<file path="src/rrs_pkg.sv">
package rrs_pkg;

	// fixed field widths of the channels and the register port
	localparam int IDX_W      = 6;
	localparam int FIT_IN_W   = 16;
	localparam int RND_W      = 16;
	localparam int TOT_W      = 22;
	localparam int POP_SIZE_W = 7;
	localparam int CFG_IDX_W  = 1;
	localparam int CFG_DATA_W = 7;

	localparam logic [POP_SIZE_W-1:0] POP_SIZE_RESET = 7'd64;

	// register indexes
	localparam logic [CFG_IDX_W-1:0] REG_POP_SIZE    = 1'b0;
	localparam logic [CFG_IDX_W-1:0] REG_SELECT_MODE = 1'b1;

	// item command codes
	localparam logic CMD_WRITE  = 1'b0;
	localparam logic CMD_SELECT = 1'b1;

	// selection modes
	localparam logic MODE_ROULETTE = 1'b0;
	localparam logic MODE_RANKED   = 1'b1;

	// controller to datapath
	typedef struct packed {
		logic write;        // store fitness of the accepted item
		logic start;        // latch size, mode and fraction, clear total
		logic issue;        // read the entry at the walk pointer and advance
		logic acc_total;    // add returning weight into the total
		logic mul;          // wheel position = fraction * total
		logic restart;      // rewind the pointer, clear the running sum
		logic acc_partial;  // add returning weight into the running sum
		logic load_out;     // move the selection into the output register
	} rrs_cmd_t;

	// datapath to controller
	typedef struct packed {
		logic last_issue;   // pointer sits on the last active entry
		logic all_issued;   // pointer has passed the last active entry
		logic hit;          // returning entry ends the search
		logic out_free;     // output register can take a new result
	} rrs_status_t;

endpackage

</file>
<file path="src/rrs_in_if.sv">
interface rrs_in_if;
	import rrs_pkg::*;

	logic                valid;
	logic                ready;
	logic                command;
	logic [IDX_W-1:0]    entry_index;
	logic [FIT_IN_W-1:0] fitness_value;
	logic [RND_W-1:0]    random_fraction;

	modport source (
		output valid, command, entry_index, fitness_value, random_fraction,
		input  ready
	);
	modport sink (
		input  valid, command, entry_index, fitness_value, random_fraction,
		output ready
	);
endinterface

</file>
<file path="src/rrs_out_if.sv">
interface rrs_out_if;
	import rrs_pkg::*;

	logic             valid;
	logic             ready;
	logic [IDX_W-1:0] selected_index;
	logic [TOT_W-1:0] total_weight;

	modport source (
		output valid, selected_index, total_weight,
		input  ready
	);
	modport sink (
		input  valid, selected_index, total_weight,
		output ready
	);
endinterface

</file>
<file path="src/rrs_ram.sv">
module rrs_ram #(
	parameter int WIDTH = 16,
	parameter int DEPTH = 64
) (
	input  logic                     clk,
	input  logic                     we,
	input  logic [$clog2(DEPTH)-1:0] waddr,
	input  logic [WIDTH-1:0]         wdata,
	input  logic [$clog2(DEPTH)-1:0] raddr,
	output logic [WIDTH-1:0]         rdata
);
	logic [WIDTH-1:0] mem_q [DEPTH];

	always_ff @(posedge clk) begin
		if (we) begin
			mem_q[waddr] <= wdata;
		end
		rdata <= mem_q[raddr];
	end
endmodule

</file>
<file path="src/rrs_ctrl.sv">
module rrs_ctrl (
	input  logic                clk,
	input  logic                arst_n,
	input  logic                in_valid,
	input  logic                in_command,
	output logic                in_ready,
	input  rrs_pkg::rrs_status_t st,
	output rrs_pkg::rrs_cmd_t    cmd
);
	import rrs_pkg::*;

	typedef enum logic [2:0] {
		ST_IDLE,
		ST_SUM,
		ST_DRAIN,
		ST_MUL,
		ST_SEARCH,
		ST_DONE
	} state_t;

	state_t state_q;
	logic   accept;

	assign in_ready = (state_q == ST_IDLE);
	assign accept   = in_valid && in_ready;

	always_comb begin
		cmd = '0;
		case (state_q)
			ST_IDLE: begin
				cmd.write = accept && (in_command == CMD_WRITE);
				cmd.start = accept && (in_command == CMD_SELECT);
			end
			ST_SUM: begin
				cmd.issue     = 1'b1;
				cmd.acc_total = 1'b1;
			end
			ST_DRAIN: begin
				cmd.acc_total = 1'b1;
			end
			ST_MUL: begin
				cmd.mul     = 1'b1;
				cmd.restart = 1'b1;
			end
			ST_SEARCH: begin
				cmd.issue       = !st.all_issued && !st.hit;
				cmd.acc_partial = 1'b1;
			end
			ST_DONE: begin
				cmd.load_out = st.out_free;
			end
			default: begin
				cmd = '0;
			end
		endcase
	end

	always_ff @(posedge clk or negedge arst_n) begin
		if (!arst_n) begin
			state_q <= ST_IDLE;
		end else begin
			case (state_q)
				ST_IDLE: begin
					if (accept && (in_command == CMD_SELECT)) begin
						state_q <= ST_SUM;
					end
				end
				ST_SUM: begin
					if (st.last_issue) begin
						state_q <= ST_DRAIN;
					end
				end
				ST_DRAIN: begin
					state_q <= ST_MUL;
				end
				ST_MUL: begin
					state_q <= ST_SEARCH;
				end
				ST_SEARCH: begin
					if (st.hit) begin
						state_q <= ST_DONE;
					end
				end
				ST_DONE: begin
					if (st.out_free) begin
						state_q <= ST_IDLE;
					end
				end
				default: begin
					state_q <= ST_IDLE;
				end
			endcase
		end
	end
endmodule

</file>
<file path="src/rrs_datapath.sv">
module rrs_datapath #(
	parameter int POP_MAX      = 64,
	parameter int FITNESS_BITS = 16
) (
	input  logic                           clk,
	input  logic                           arst_n,
	input  rrs_pkg::rrs_cmd_t              cmd,
	output rrs_pkg::rrs_status_t           st,
	input  logic [rrs_pkg::POP_SIZE_W-1:0] pop_size,
	input  logic                           select_mode,
	input  logic [rrs_pkg::IDX_W-1:0]      entry_index,
	input  logic [rrs_pkg::FIT_IN_W-1:0]   fitness_value,
	input  logic [rrs_pkg::RND_W-1:0]      random_fraction,
	output logic                           out_valid,
	input  logic                           out_ready,
	output logic [rrs_pkg::IDX_W-1:0]      selected_index,
	output logic [rrs_pkg::TOT_W-1:0]      total_weight
);
	import rrs_pkg::*;

	localparam int AW  = $clog2(POP_MAX);
	// counts hold both the register value and POP_MAX
	localparam int CW  = ($clog2(POP_MAX + 1) > POP_SIZE_W) ? $clog2(POP_MAX + 1) : POP_SIZE_W;
	localparam int TW  = FITNESS_BITS + CW;
	localparam int PW  = TW + RND_W;

	logic [CW-1:0]           n_act;
	logic [CW-1:0]           pop_ext;
	logic [CW-1:0]           n_q;
	logic                    mode_q;
	logic [RND_W-1:0]        r_q;
	logic [CW-1:0]           idx_q;
	logic [CW-1:0]           idx_s1;
	logic                    v_s1;
	logic [TW-1:0]           total_q;
	logic [TW-1:0]           partial_q;
	logic [TW-1:0]           partial_nx;
	logic [PW-1:0]           pos_q;
	logic [PW-1:0]           prod;
	logic [CW-1:0]           sel_q;
	logic [CW-1:0]           rank_w;
	logic [TW-1:0]           weight;
	logic [FITNESS_BITS-1:0] ram_rdata;
	logic                    ram_we;
	logic                    reach;
	logic                    out_valid_q;
	logic [IDX_W-1:0]        out_idx_q;
	logic [TOT_W-1:0]        out_tot_q;

	// zero reads as one, above the table saturates
	assign pop_ext = CW'(pop_size);
	always_comb begin
		if (pop_ext == '0) begin
			n_act = CW'(1);
		end else if (pop_ext > CW'(POP_MAX)) begin
			n_act = CW'(POP_MAX);
		end else begin
			n_act = pop_ext;
		end
	end

	// writes beyond the table are dropped
	assign ram_we = cmd.write && (CW'(entry_index) < CW'(POP_MAX));

	rrs_ram #(
		.WIDTH (FITNESS_BITS),
		.DEPTH (POP_MAX)
	) u_ram (
		.clk   (clk),
		.we    (ram_we),
		.waddr (AW'(entry_index)),
		.wdata (FITNESS_BITS'(fitness_value)),
		.raddr (idx_q[AW-1:0]),
		.rdata (ram_rdata)
	);

	assign rank_w     = n_q - idx_s1;
	assign weight     = (mode_q == MODE_RANKED) ? TW'(rank_w) : TW'(ram_rdata);
	assign partial_nx = partial_q + weight;
	assign prod       = r_q * total_q;
	assign reach      = ({partial_nx, {RND_W{1'b0}}} >= pos_q) || (idx_s1 == n_q - CW'(1));

	assign st.last_issue = (idx_q == n_q - CW'(1));
	assign st.all_issued = (idx_q == n_q);
	assign st.hit        = v_s1 && reach;
	assign st.out_free   = !out_valid_q || out_ready;

	always_ff @(posedge clk or negedge arst_n) begin
		if (!arst_n) begin
			v_s1        <= 1'b0;
			out_valid_q <= 1'b0;
			idx_q       <= '0;
		end else begin
			v_s1 <= cmd.issue;
			if (cmd.start || cmd.restart) begin
				idx_q <= '0;
			end else if (cmd.issue) begin
				idx_q <= idx_q + CW'(1);
			end
			if (cmd.load_out) begin
				out_valid_q <= 1'b1;
			end else if (out_ready) begin
				out_valid_q <= 1'b0;
			end
		end
	end

	always_ff @(posedge clk) begin
		idx_s1 <= idx_q;
		if (cmd.start) begin
			n_q     <= n_act;
			mode_q  <= select_mode;
			r_q     <= random_fraction;
			total_q <= '0;
		end else if (cmd.acc_total && v_s1) begin
			total_q <= total_q + weight;
		end
		if (cmd.mul) begin
			pos_q <= prod;
		end
		if (cmd.restart) begin
			partial_q <= '0;
		end else if (cmd.acc_partial && v_s1) begin
			partial_q <= partial_nx;
			if (reach) begin
				sel_q <= idx_s1;
			end
		end
		if (cmd.load_out) begin
			out_idx_q <= IDX_W'(sel_q);
			out_tot_q <= TOT_W'(total_q);
		end
	end

	assign out_valid      = out_valid_q;
	assign selected_index = out_idx_q;
	assign total_weight   = out_tot_q;
endmodule

</file>
<file path="src/roulette_and_rank_selector_core.sv">
// roulette and rank selector
// cmd_ch carries items: a write item (command 0) stores fitness_value at
// entry_index, a select item (command 1) brings random_fraction r and yields
// one result on res_ch with the chosen index and the total weight.
// roulette mode weighs entry i by its fitness, ranked mode by n - i, n being
// the active count; the pick is the first entry whose running sum times 65536
// reaches r * total, else the last active one. pop_size and select_mode are to be
// set through the cfg_* write port while idle; the block does not enforce this.
// a write item leaves cmd_ch ready. a select item over n active entries runs
// from accept to result register as one pass of n table reads for the total,
// a drain step, a multiply, then a second read pass up to the hit; both
// passes go through the single read port of the fitness table.
// the result waits in an output register; when res_ch stalls, the block
// takes and finishes write items, and a select finishes its search and holds
// until the register frees up.
// reset returns to idle with pop_size 64 and roulette mode; the fitness
// table is not cleared and must be written before it is read.
module roulette_and_rank_selector_core #(
	parameter int POP_MAX      = 64,
	parameter int FITNESS_BITS = 16
) (
	input  logic                          clk,
	input  logic                          arst_n,
	rrs_in_if.sink                        cmd_ch,
	rrs_out_if.source                     res_ch,
	input  logic                          cfg_we,
	input  logic [rrs_pkg::CFG_IDX_W-1:0] cfg_index,
	input  logic [rrs_pkg::CFG_DATA_W-1:0] cfg_data
);
	import rrs_pkg::*;

	logic [POP_SIZE_W-1:0] pop_size_q;
	logic                  select_mode_q;
	rrs_cmd_t              cmd;
	rrs_status_t           st;

	// configuration registers
	always_ff @(posedge clk or negedge arst_n) begin
		if (!arst_n) begin
			pop_size_q    <= POP_SIZE_RESET;
			select_mode_q <= MODE_ROULETTE;
		end else if (cfg_we) begin
			case (cfg_index)
				REG_POP_SIZE: begin
					pop_size_q <= cfg_data[POP_SIZE_W-1:0];
				end
				REG_SELECT_MODE: begin
					select_mode_q <= cfg_data[0];
				end
				default: begin
					pop_size_q <= pop_size_q;
				end
			endcase
		end
	end

	// sequencer: idle, total pass, drain, multiply, search pass, hand-off
	rrs_ctrl u_ctrl (
		.clk        (clk),
		.arst_n     (arst_n),
		.in_valid   (cmd_ch.valid),
		.in_command (cmd_ch.command),
		.in_ready   (cmd_ch.ready),
		.st         (st),
		.cmd        (cmd)
	);

	// table, accumulators, wheel position and output register
	rrs_datapath #(
		.POP_MAX      (POP_MAX),
		.FITNESS_BITS (FITNESS_BITS)
	) u_dp (
		.clk             (clk),
		.arst_n          (arst_n),
		.cmd             (cmd),
		.st              (st),
		.pop_size        (pop_size_q),
		.select_mode     (select_mode_q),
		.entry_index     (cmd_ch.entry_index),
		.fitness_value   (cmd_ch.fitness_value),
		.random_fraction (cmd_ch.random_fraction),
		.out_valid       (res_ch.valid),
		.out_ready       (res_ch.ready),
		.selected_index  (res_ch.selected_index),
		.total_weight    (res_ch.total_weight)
	);
endmodule

</file>
<file path="src/flat_wrapper.sv">
// flat-port wrapper written by rule: the top's interface ports become plain ports
module roulette_and_rank_selector_core_flat import rrs_pkg::*;
#(
	parameter int POP_MAX      = 64,
	parameter int FITNESS_BITS = 16
)
  (clk, arst_n, cfg_we, cfg_index, cfg_data, cmd_ch_valid, cmd_ch_command, cmd_ch_entry_index, cmd_ch_fitness_value, cmd_ch_random_fraction, cmd_ch_ready, res_ch_valid, res_ch_selected_index, res_ch_total_weight, res_ch_ready);
  rrs_in_if cmd_ch_i ();
  rrs_out_if res_ch_i ();
  input  logic clk;
  input  logic arst_n;
  input  logic cfg_we;
  input  logic [rrs_pkg::CFG_IDX_W-1:0] cfg_index;
  input  logic [rrs_pkg::CFG_DATA_W-1:0] cfg_data;
  input wire logic [$bits(cmd_ch_i.valid)-1:0] cmd_ch_valid;
  input wire logic [$bits(cmd_ch_i.command)-1:0] cmd_ch_command;
  input wire logic [$bits(cmd_ch_i.entry_index)-1:0] cmd_ch_entry_index;
  input wire logic [$bits(cmd_ch_i.fitness_value)-1:0] cmd_ch_fitness_value;
  input wire logic [$bits(cmd_ch_i.random_fraction)-1:0] cmd_ch_random_fraction;
  output wire logic [$bits(cmd_ch_i.ready)-1:0] cmd_ch_ready;
  output wire logic [$bits(res_ch_i.valid)-1:0] res_ch_valid;
  output wire logic [$bits(res_ch_i.selected_index)-1:0] res_ch_selected_index;
  output wire logic [$bits(res_ch_i.total_weight)-1:0] res_ch_total_weight;
  input wire logic [$bits(res_ch_i.ready)-1:0] res_ch_ready;
  assign cmd_ch_i.valid = cmd_ch_valid;
  assign cmd_ch_i.command = cmd_ch_command;
  assign cmd_ch_i.entry_index = cmd_ch_entry_index;
  assign cmd_ch_i.fitness_value = cmd_ch_fitness_value;
  assign cmd_ch_i.random_fraction = cmd_ch_random_fraction;
  assign cmd_ch_ready = cmd_ch_i.ready;
  assign res_ch_valid = res_ch_i.valid;
  assign res_ch_selected_index = res_ch_i.selected_index;
  assign res_ch_total_weight = res_ch_i.total_weight;
  assign res_ch_i.ready = res_ch_ready;
  roulette_and_rank_selector_core #(.POP_MAX(POP_MAX), .FITNESS_BITS(FITNESS_BITS)) u_core (.clk(clk), .arst_n(arst_n), .cmd_ch(cmd_ch_i), .res_ch(res_ch_i), .cfg_we(cfg_we), .cfg_index(cfg_index), .cfg_data(cfg_data));
endmodule
</file>
<file path="config.mk">
export PLATFORM = sky130hd
export DESIGN_NAME = roulette_and_rank_selector_core_flat
export DESIGN_NICKNAME = d
export VERILOG_FILES = /design/src/rrs_pkg.sv /design/src/rrs_in_if.sv /design/src/rrs_out_if.sv /design/src/rrs_ram.sv /design/src/rrs_ctrl.sv /design/src/rrs_datapath.sv /design/src/roulette_and_rank_selector_core.sv /design/src/flat_wrapper.sv
export SDC_FILE = /design/constraint.sdc
export NUM_CORES = 2
export LEC_CHECK = 0
export BUFFER_PORTS_ARGS = -buffer_cell sky130_fd_sc_hd__buf_4
export CAP_MARGIN = 5
export CORE_AREA = 10 10 526 271
export DETAILED_ROUTE_END_ITERATION = 10
export DIE_AREA = 0 0 536 281
export MAX_ROUTING_LAYER = met4
export SETUP_SLACK_MARGIN = 0.15
export SLEW_MARGIN = 20
export SYNTH_ARGS = -nofsm -noshare
export SYNTH_HDL_FRONTEND = slang
export SYNTH_SLANG_ARGS = --single-unit
</file>
<file path="constraint.sdc">
create_clock -name clk -period 6.3 [get_ports clk]
set_clock_uncertainty 0.15 [all_clocks]
set_input_delay 0.315 -clock clk [delete_from_list [all_inputs] [get_ports clk]]
set_output_delay 0.315 -clock clk [all_outputs]
set_load 0.05 [all_outputs]
</file>
# ---- Yosys cells after proc, flatten, opt, wreduce, memory -nomap -nowiden
# Memories as Yosys holds them, arrays and structs flattened. A register that Yosys moved wholly into a read port is not among the register bits.
# Index checks and enable logic that the tools add are counted.
dict set report word_totals {
  ff_bits 170
  ramBits 1024
  inputBits 52
  wordCells 83
  mem_count 1
}
dict set report op_classes {
  n_addsub 5
  mul 1
  magnitude_cmp 2
  eq_ne 12
  n_mux 19
  bitwise 3
  reduce_logical 23
}
# memory depth word_bits rd rd_clocked_by_memory_dff write_ports line_no
set memory_table {}
lappend memory_table {u_core.u_dp.u_ram.mem_q 64 16 1 1 1 rrs_ram.sv:12} ;# logic [WIDTH-1:0] mem_q [DEPTH];
# operator count
set op_table {}
lappend op_table {{23-bit by 16-bit adder with 23-bit output} 2}
lappend op_table {{39-bit greater-or-equal comparator} 1}
lappend op_table {{16-bit by 23-bit multiplier with 39-bit output} 1}
lappend op_table {{7-bit == test} 3}
lappend op_table {{7-bit 2-to-1 mux} 3}
lappend op_table {{3-bit one-hot mux with 6 select lines} 1}
lappend op_table {{16-bit 2-to-1 mux} 1}
lappend op_table {{3-bit 2-to-1 mux} 4}
lappend op_table {{7-bit by 1-bit adder with 7-bit output (second input constant)} 1}
lappend op_table {{7-bit greater-than comparator (second input constant)} 1}
lappend op_table {{1-bit logical AND} 7}
lappend op_table {{7-bit zero test} 1}
lappend op_table {{1-bit 2-to-1 mux} 7}
lappend op_table {{7-bit by 1-bit subtractor with 7-bit output (second input constant)} 1}
lappend op_table {{7-bit subtractor} 1}
lappend op_table {{3-bit by 2-bit == test with 1-bit output (second input constant)} 2}
lappend op_table {{3-bit == test (second input constant)} 2}
lappend op_table {{2-bit 2-to-1 mux} 2}
lappend op_table {{2-bit by 1-bit inequality test with 1-bit output (second input constant)} 2}
lappend op_table {{2-bit inequality test (second input constant)} 2}
lappend op_table {{2-bit AND reduction} 2}
lappend op_table {{4-bit AND reduction} 1}
lappend op_table {{2-bit nonzero test} 2}
lappend op_table {{2-bit OR reduction} 2}
lappend op_table {{other kinds (7)} 13}

# ---- Depth between registers and ports, before layout
dict set report logic_depth {
  word_depth 11
  depth_mapped 30
  mapped_depth_nobuf 30
}

# ---- Cells and area by module
# Synthesis repeated with hierarchy kept, for this count alone.
dict set report hier_totals {
  cells_unflattened 4071
  area_unflattened_um2 60949.7
}
# module n_inst cells_each area_per_inst_um2
set modules_own_cells {}
lappend modules_own_cells {rrs_ram 1 1829 40042.2}
lappend modules_own_cells {rrs_datapath 1 2192 20320.7}
lappend modules_own_cells {roulette_and_rank_selector_core 1 19 346.6}
lappend modules_own_cells {rrs_ctrl 1 31 240.2}

# ---- Worst setup path before layout
# OpenSTA, ideal clock, no wires.
dict set report synth_path {
  kind {register to register}
  start {register u_core.u_dp.total_q[10]}
  end {register u_core.u_dp.pos_q[35], data pin}
  setup_ps 265
  arrival_ps 5995
  t_required_ps 5885
  path_slack_ps -111
  stages_incl_launch_ff 25
  path_cell_list {dfxtp_1 clkbuf_1 clkbuf_1 nand2_1 fa_1 inv_1 fa_1 inv_1 fa_1 inv_1 fa_1 inv_1 fa_1 inv_1 fa_1 ha_1 a21o_1 a21o_1 a21oi_1 o211ai_1 o21ai_1 a211o_1 a31oi_1 and4b_1 or3_1}
}
dict set report synth_via {
  elab_chain_cells 1
}
# element line_no
set synth_rtl {}
lappend synth_rtl {{from (decl)} rrs_datapath.sv:35} ;# logic [TW-1:0] total_q;
lappend synth_rtl {{from (signal assigned)} rrs_datapath.sv:116} ;# total_q <= total_q + weight;
lappend synth_rtl {{16-bit by 23-bit multiplier with 39-bit output} rrs_datapath.sv:80} ;# assign prod = r_q * total_q;
lappend synth_rtl {{net u_core.u_dp.prod[35]} rrs_datapath.sv:39} ;# logic [PW-1:0] prod;
lappend synth_rtl {{to (signal assigned)} rrs_datapath.sv:119} ;# pos_q <= prod;
lappend synth_rtl {{to (decl)} rrs_datapath.sv:38} ;# logic [PW-1:0] pos_q;
# The timed path passes the listed nets, and every way through them passes these cells.
# A chain may end at the register's enable or synchronous reset.

# ---- Worst setup path after layout
dict set report layout_path {
  start {register u_core.u_dp.r_q[6]}
  end {register u_core.u_dp.pos_q[36], data pin}
}
dict set report layout_via {
  elab_chain_cells 1
}
# element line_no
set layout_rtl {}
lappend layout_rtl {{from (decl)} rrs_datapath.sv:31} ;# logic [RND_W-1:0] r_q;
lappend layout_rtl {{from (signal assigned)} rrs_datapath.sv:113} ;# r_q <= random_fraction;
lappend layout_rtl {{16-bit by 23-bit multiplier with 39-bit output} rrs_datapath.sv:80}
lappend layout_rtl {{net u_core.u_dp.prod[36]} rrs_datapath.sv:39}
# The timed path passes the listed nets, and every way through them passes these cells.

==> results.md <==
- Overflow after GRT: 0
- Die area: 151,000 sq um
- FMAX: 154 MHz
- DRC viols: 0
- Failing checks: setup timing
- FFs w/ async S/R, synth: 1.65%
- Seq cells post-synth: 1,210
- Routed Antenna Nets: 0
- WP buf/inv: 10
- Port Buffers: 81
- HPWL Detailed: 105,000 um
- Post-synth cell types: 77
- Initial DRC Count: 3,901
- Drt total wl: 156,000 um
- Clock root buffer: clkbuf_16
- CP max stage cell: fa_1
- Via density: 5.64
- Crit start category: register
- Main flop type after synthesis: edfxtp_1
- Critical path origin: u_core.u_dp.r_q[6]$_DFFE_PP_
- WS Path Type: register to register
- Syn_area_per_cell: 16.2 sq um
- # rows: 95
- Fin util: 52.1%
- Worst-margin pin slew: 1.02 ns
- Fin Setup TNS: -1.02 ns
- First-pass GRT wire length: 232,000 um
- Worst setup path end: u_core.u_dp.pos_q[36]$_DFFE_PP_
- Die Wd: 536 um
- Total CTS buffers: 105
- Fin worst setup slack: -0.186 ns
- Io pins: 82
- Fin. Hold Viols: 0
- WL per Instance: 26.2 um
- Worst-Skew Late Latency: 0.74 ns
- Chip height: 281 um
- Arr. time, crit path: 6.79 ns
- Clock slew at reported path FFs: 0.07 ns
- Synthesis-to-finish area growth: 16.8%
- Pin count of the biggest net entering global routing: 92
- Tmin final: 6.49 ns
- Tot GR Track Use: 21.3%
- Initial core utilization: 44.6%
- Setup crit end kind: register
- Reg-to-reg slack, setup: -0.19 ns
- Sequential area share after synthesis: 59.8%
- Req. time, crit path: 6.61 ns
- Type of the tightest min-delay check: primary input to register
- Final std cell area, no fill: 69,500 sq um
- DRT Pass-1 Iters: 5
- Cells on worst reg2reg path: 27
- RR Endpoint: u_core.u_dp.pos_q[36]$_DFFE_PP_
- Clk sinks: 1,210
- Storage element area: 35,600 sq um
- Share of cells above drive strength 1: 28.0%
- Status: finished, violations left
- Final setup violation count: 8
- Syn_nets: 4,186
- Yosys warning count: 0
- Reg2reg start: u_core.u_dp.r_q[6]$_DFFE_PP_
- Final nets: 4,585
- Cell count after synthesis: 3,664
- Post-place setup slack: -0.597 ns
- Vias: 33,560
- Fillcell total: 10,807
- Clock tree buffer depth: 3
- RSZ-0062 raised after global routing: true
- Synthesized cell area: 59,500 sq um
- Slew Viols, Final: 0
- Core region area: 133,000 sq um
- Number of max-cap violations: 0
- Post-synth EDFFs: 1,121
- Crit path top cell by count: fa_1
- Multi-input combinational cell area: 22,700 sq um
- RD Place Congestion: 0.839
- CTS tree: done
- CP delay by family, top: adder cells
- Initial antenna violation count: 7
- CP Max Fanout: 4
- Stages on worst setup path: 27
- H-tree levels: 3
- Placed cell areas: 64,200 sq um
- Vias in the first global route: 33,093
- Crit share post-route: 103%
- Slowest Stage Delay on Critical Path: 0.53 ns
- Slew HR: 31.4%
==> worst min-delay path by stage <==
stage	from	endpoint	slack (ns)	cells past startpoint
3_3_place_gp	arst_n	u_core.select_mode_q$_DFFE_PN0P_	0.10	1
4_1_cts	cmd_ch_valid	u_core.u_dp.total_q[20]$_SDFFE_PP0P_	0.0007	5
5_1_grt	cmd_ch_fitness_value[1]	u_core.u_dp.u_ram.mem_q[43][1]$_DFFE_PP_	0.04	1
6_report	cmd_ch_fitness_value[5]	u_core.u_dp.u_ram.mem_q[0][5]$_DFFE_PP_	0.01	1
2_1_floorplan	arst_n	u_core.pop_size_q[0]$_DFFE_PN0P_	-0.13	0
3_5_place_dp	arst_n	u_core.select_mode_q$_DFFE_PN0P_	0.1	1
==> cell families (layout without fill, tap and decap cells) <==
family | Yosys count | after routing | synth area share [%]
AOI/OAI and AO/OA | 253 | 253 | 2.77
muxes | 358 | 358 | 13.1
and+or+nand+nor | 751 | 751 | 5.89
buffers and inverters | 526 | 1014 | 3.39
adders and majority gates | 470 | 470 | 13.6
xor gates and xnor gates | 96 | 96 | 1.41
DFF | 1210 | 1210 | 59.8
other | 0 | 2 | 0
==> area by class of cell <==
type,count,area share [%]
multi-input cells,1928,32.7
repair buffers,468,5.73
diodes,2,0.00720
flip-flops and latches,1210,51.2
well taps,1794,3.23
inverters,350,1.89
clock buffers,127,3.93
clock inverters,69,1.25
==> through the flow <==
stage / instances / hold WS (ns)
floorplan: 3664 / -0.131
global placement: 5669 / 0.101
detailed placement: 5669 / 0.0987
CTS: 5925 / 0.000684
global route: 5947 / 0.0390
finish: 5948 / 0.0112
==> state kept, by name (all words and copies together) (netlist names) <==
signal and flops:
u_core.pop_size_q 7, u_core.select_mode_q 1, u_core.u_ctrl.state_q 3, u_core.u_dp.idx_q 7, u_core.u_dp.idx_s1 7, u_core.u_dp.mode_q 1, u_core.u_dp.n_q 7, u_core.u_dp.out_valid 1
u_core.u_dp.partial_q 23, u_core.u_dp.pos_q 39, u_core.u_dp.r_q 16, u_core.u_dp.sel_q 6, u_core.u_dp.selected_index 6, u_core.u_dp.total_q 23, u_core.u_dp.total_weight 22, u_core.u_dp.u_ram.mem_q 1024
u_core.u_dp.u_ram.rdata 16, u_core.u_dp.v_s1 1
==> cells in the mapped netlist (26+ instances only) <==
master	n	share of area (%)
clkbuf_1	131	0.83
o21ai_0	39	0.33
mux4_2	337	13
buf_2	26	0.22
xor2_1	35	0.52
inv_1	350	2.2
edfxtp_1	1121	57
nand3_1	27	0.23
a21oi_1	85	0.72
fa_1	295	9.9
a21o_1	43	0.54
dfxtp_1	69	2.3
and2_1	122	1.3
xnor2_1	61	0.90
nand2_1	362	2.3
nor2_1	123	0.78
ha_1	175	3.7
==> what timing repair did <==
action | CTS | global route
hold buffers | 36 | 0
resized for setup | 121 | 105
setup buffers | 24 | 21
pin swaps | 59 | 93
endpoints found under the setup margin | 33 | 34
endpoints found under the hold margin | 186 | 0
==> cell usage in the layout (no fill, tap or decap), drive strengths merged, types with 61 or more instances in the layout <==
master,n
edfxtp,1121
buf,433
nand2,362
inv,354
mux4,337
fa,295
ha,175
clkbuf,127
nor2,124
and2,122
a21oi,86
dfxtp,69
xnor2,61
==> routing by layer <==
layer | vias to the layer above | wire length, um | track usage [%]
li1 | 14245 | - | -
met4 | 0 | 1640 | 2.91
met2 | 1508 | 59400 | 25.8
met5 | - | 0 | -
met1 | 17679 | 79200 | 36.3
met3 | 128 | 15700 | 4.45
Power is not shown: default switching activity piles up to over one toggle a cycle in this logic, so the estimate is an artifact.
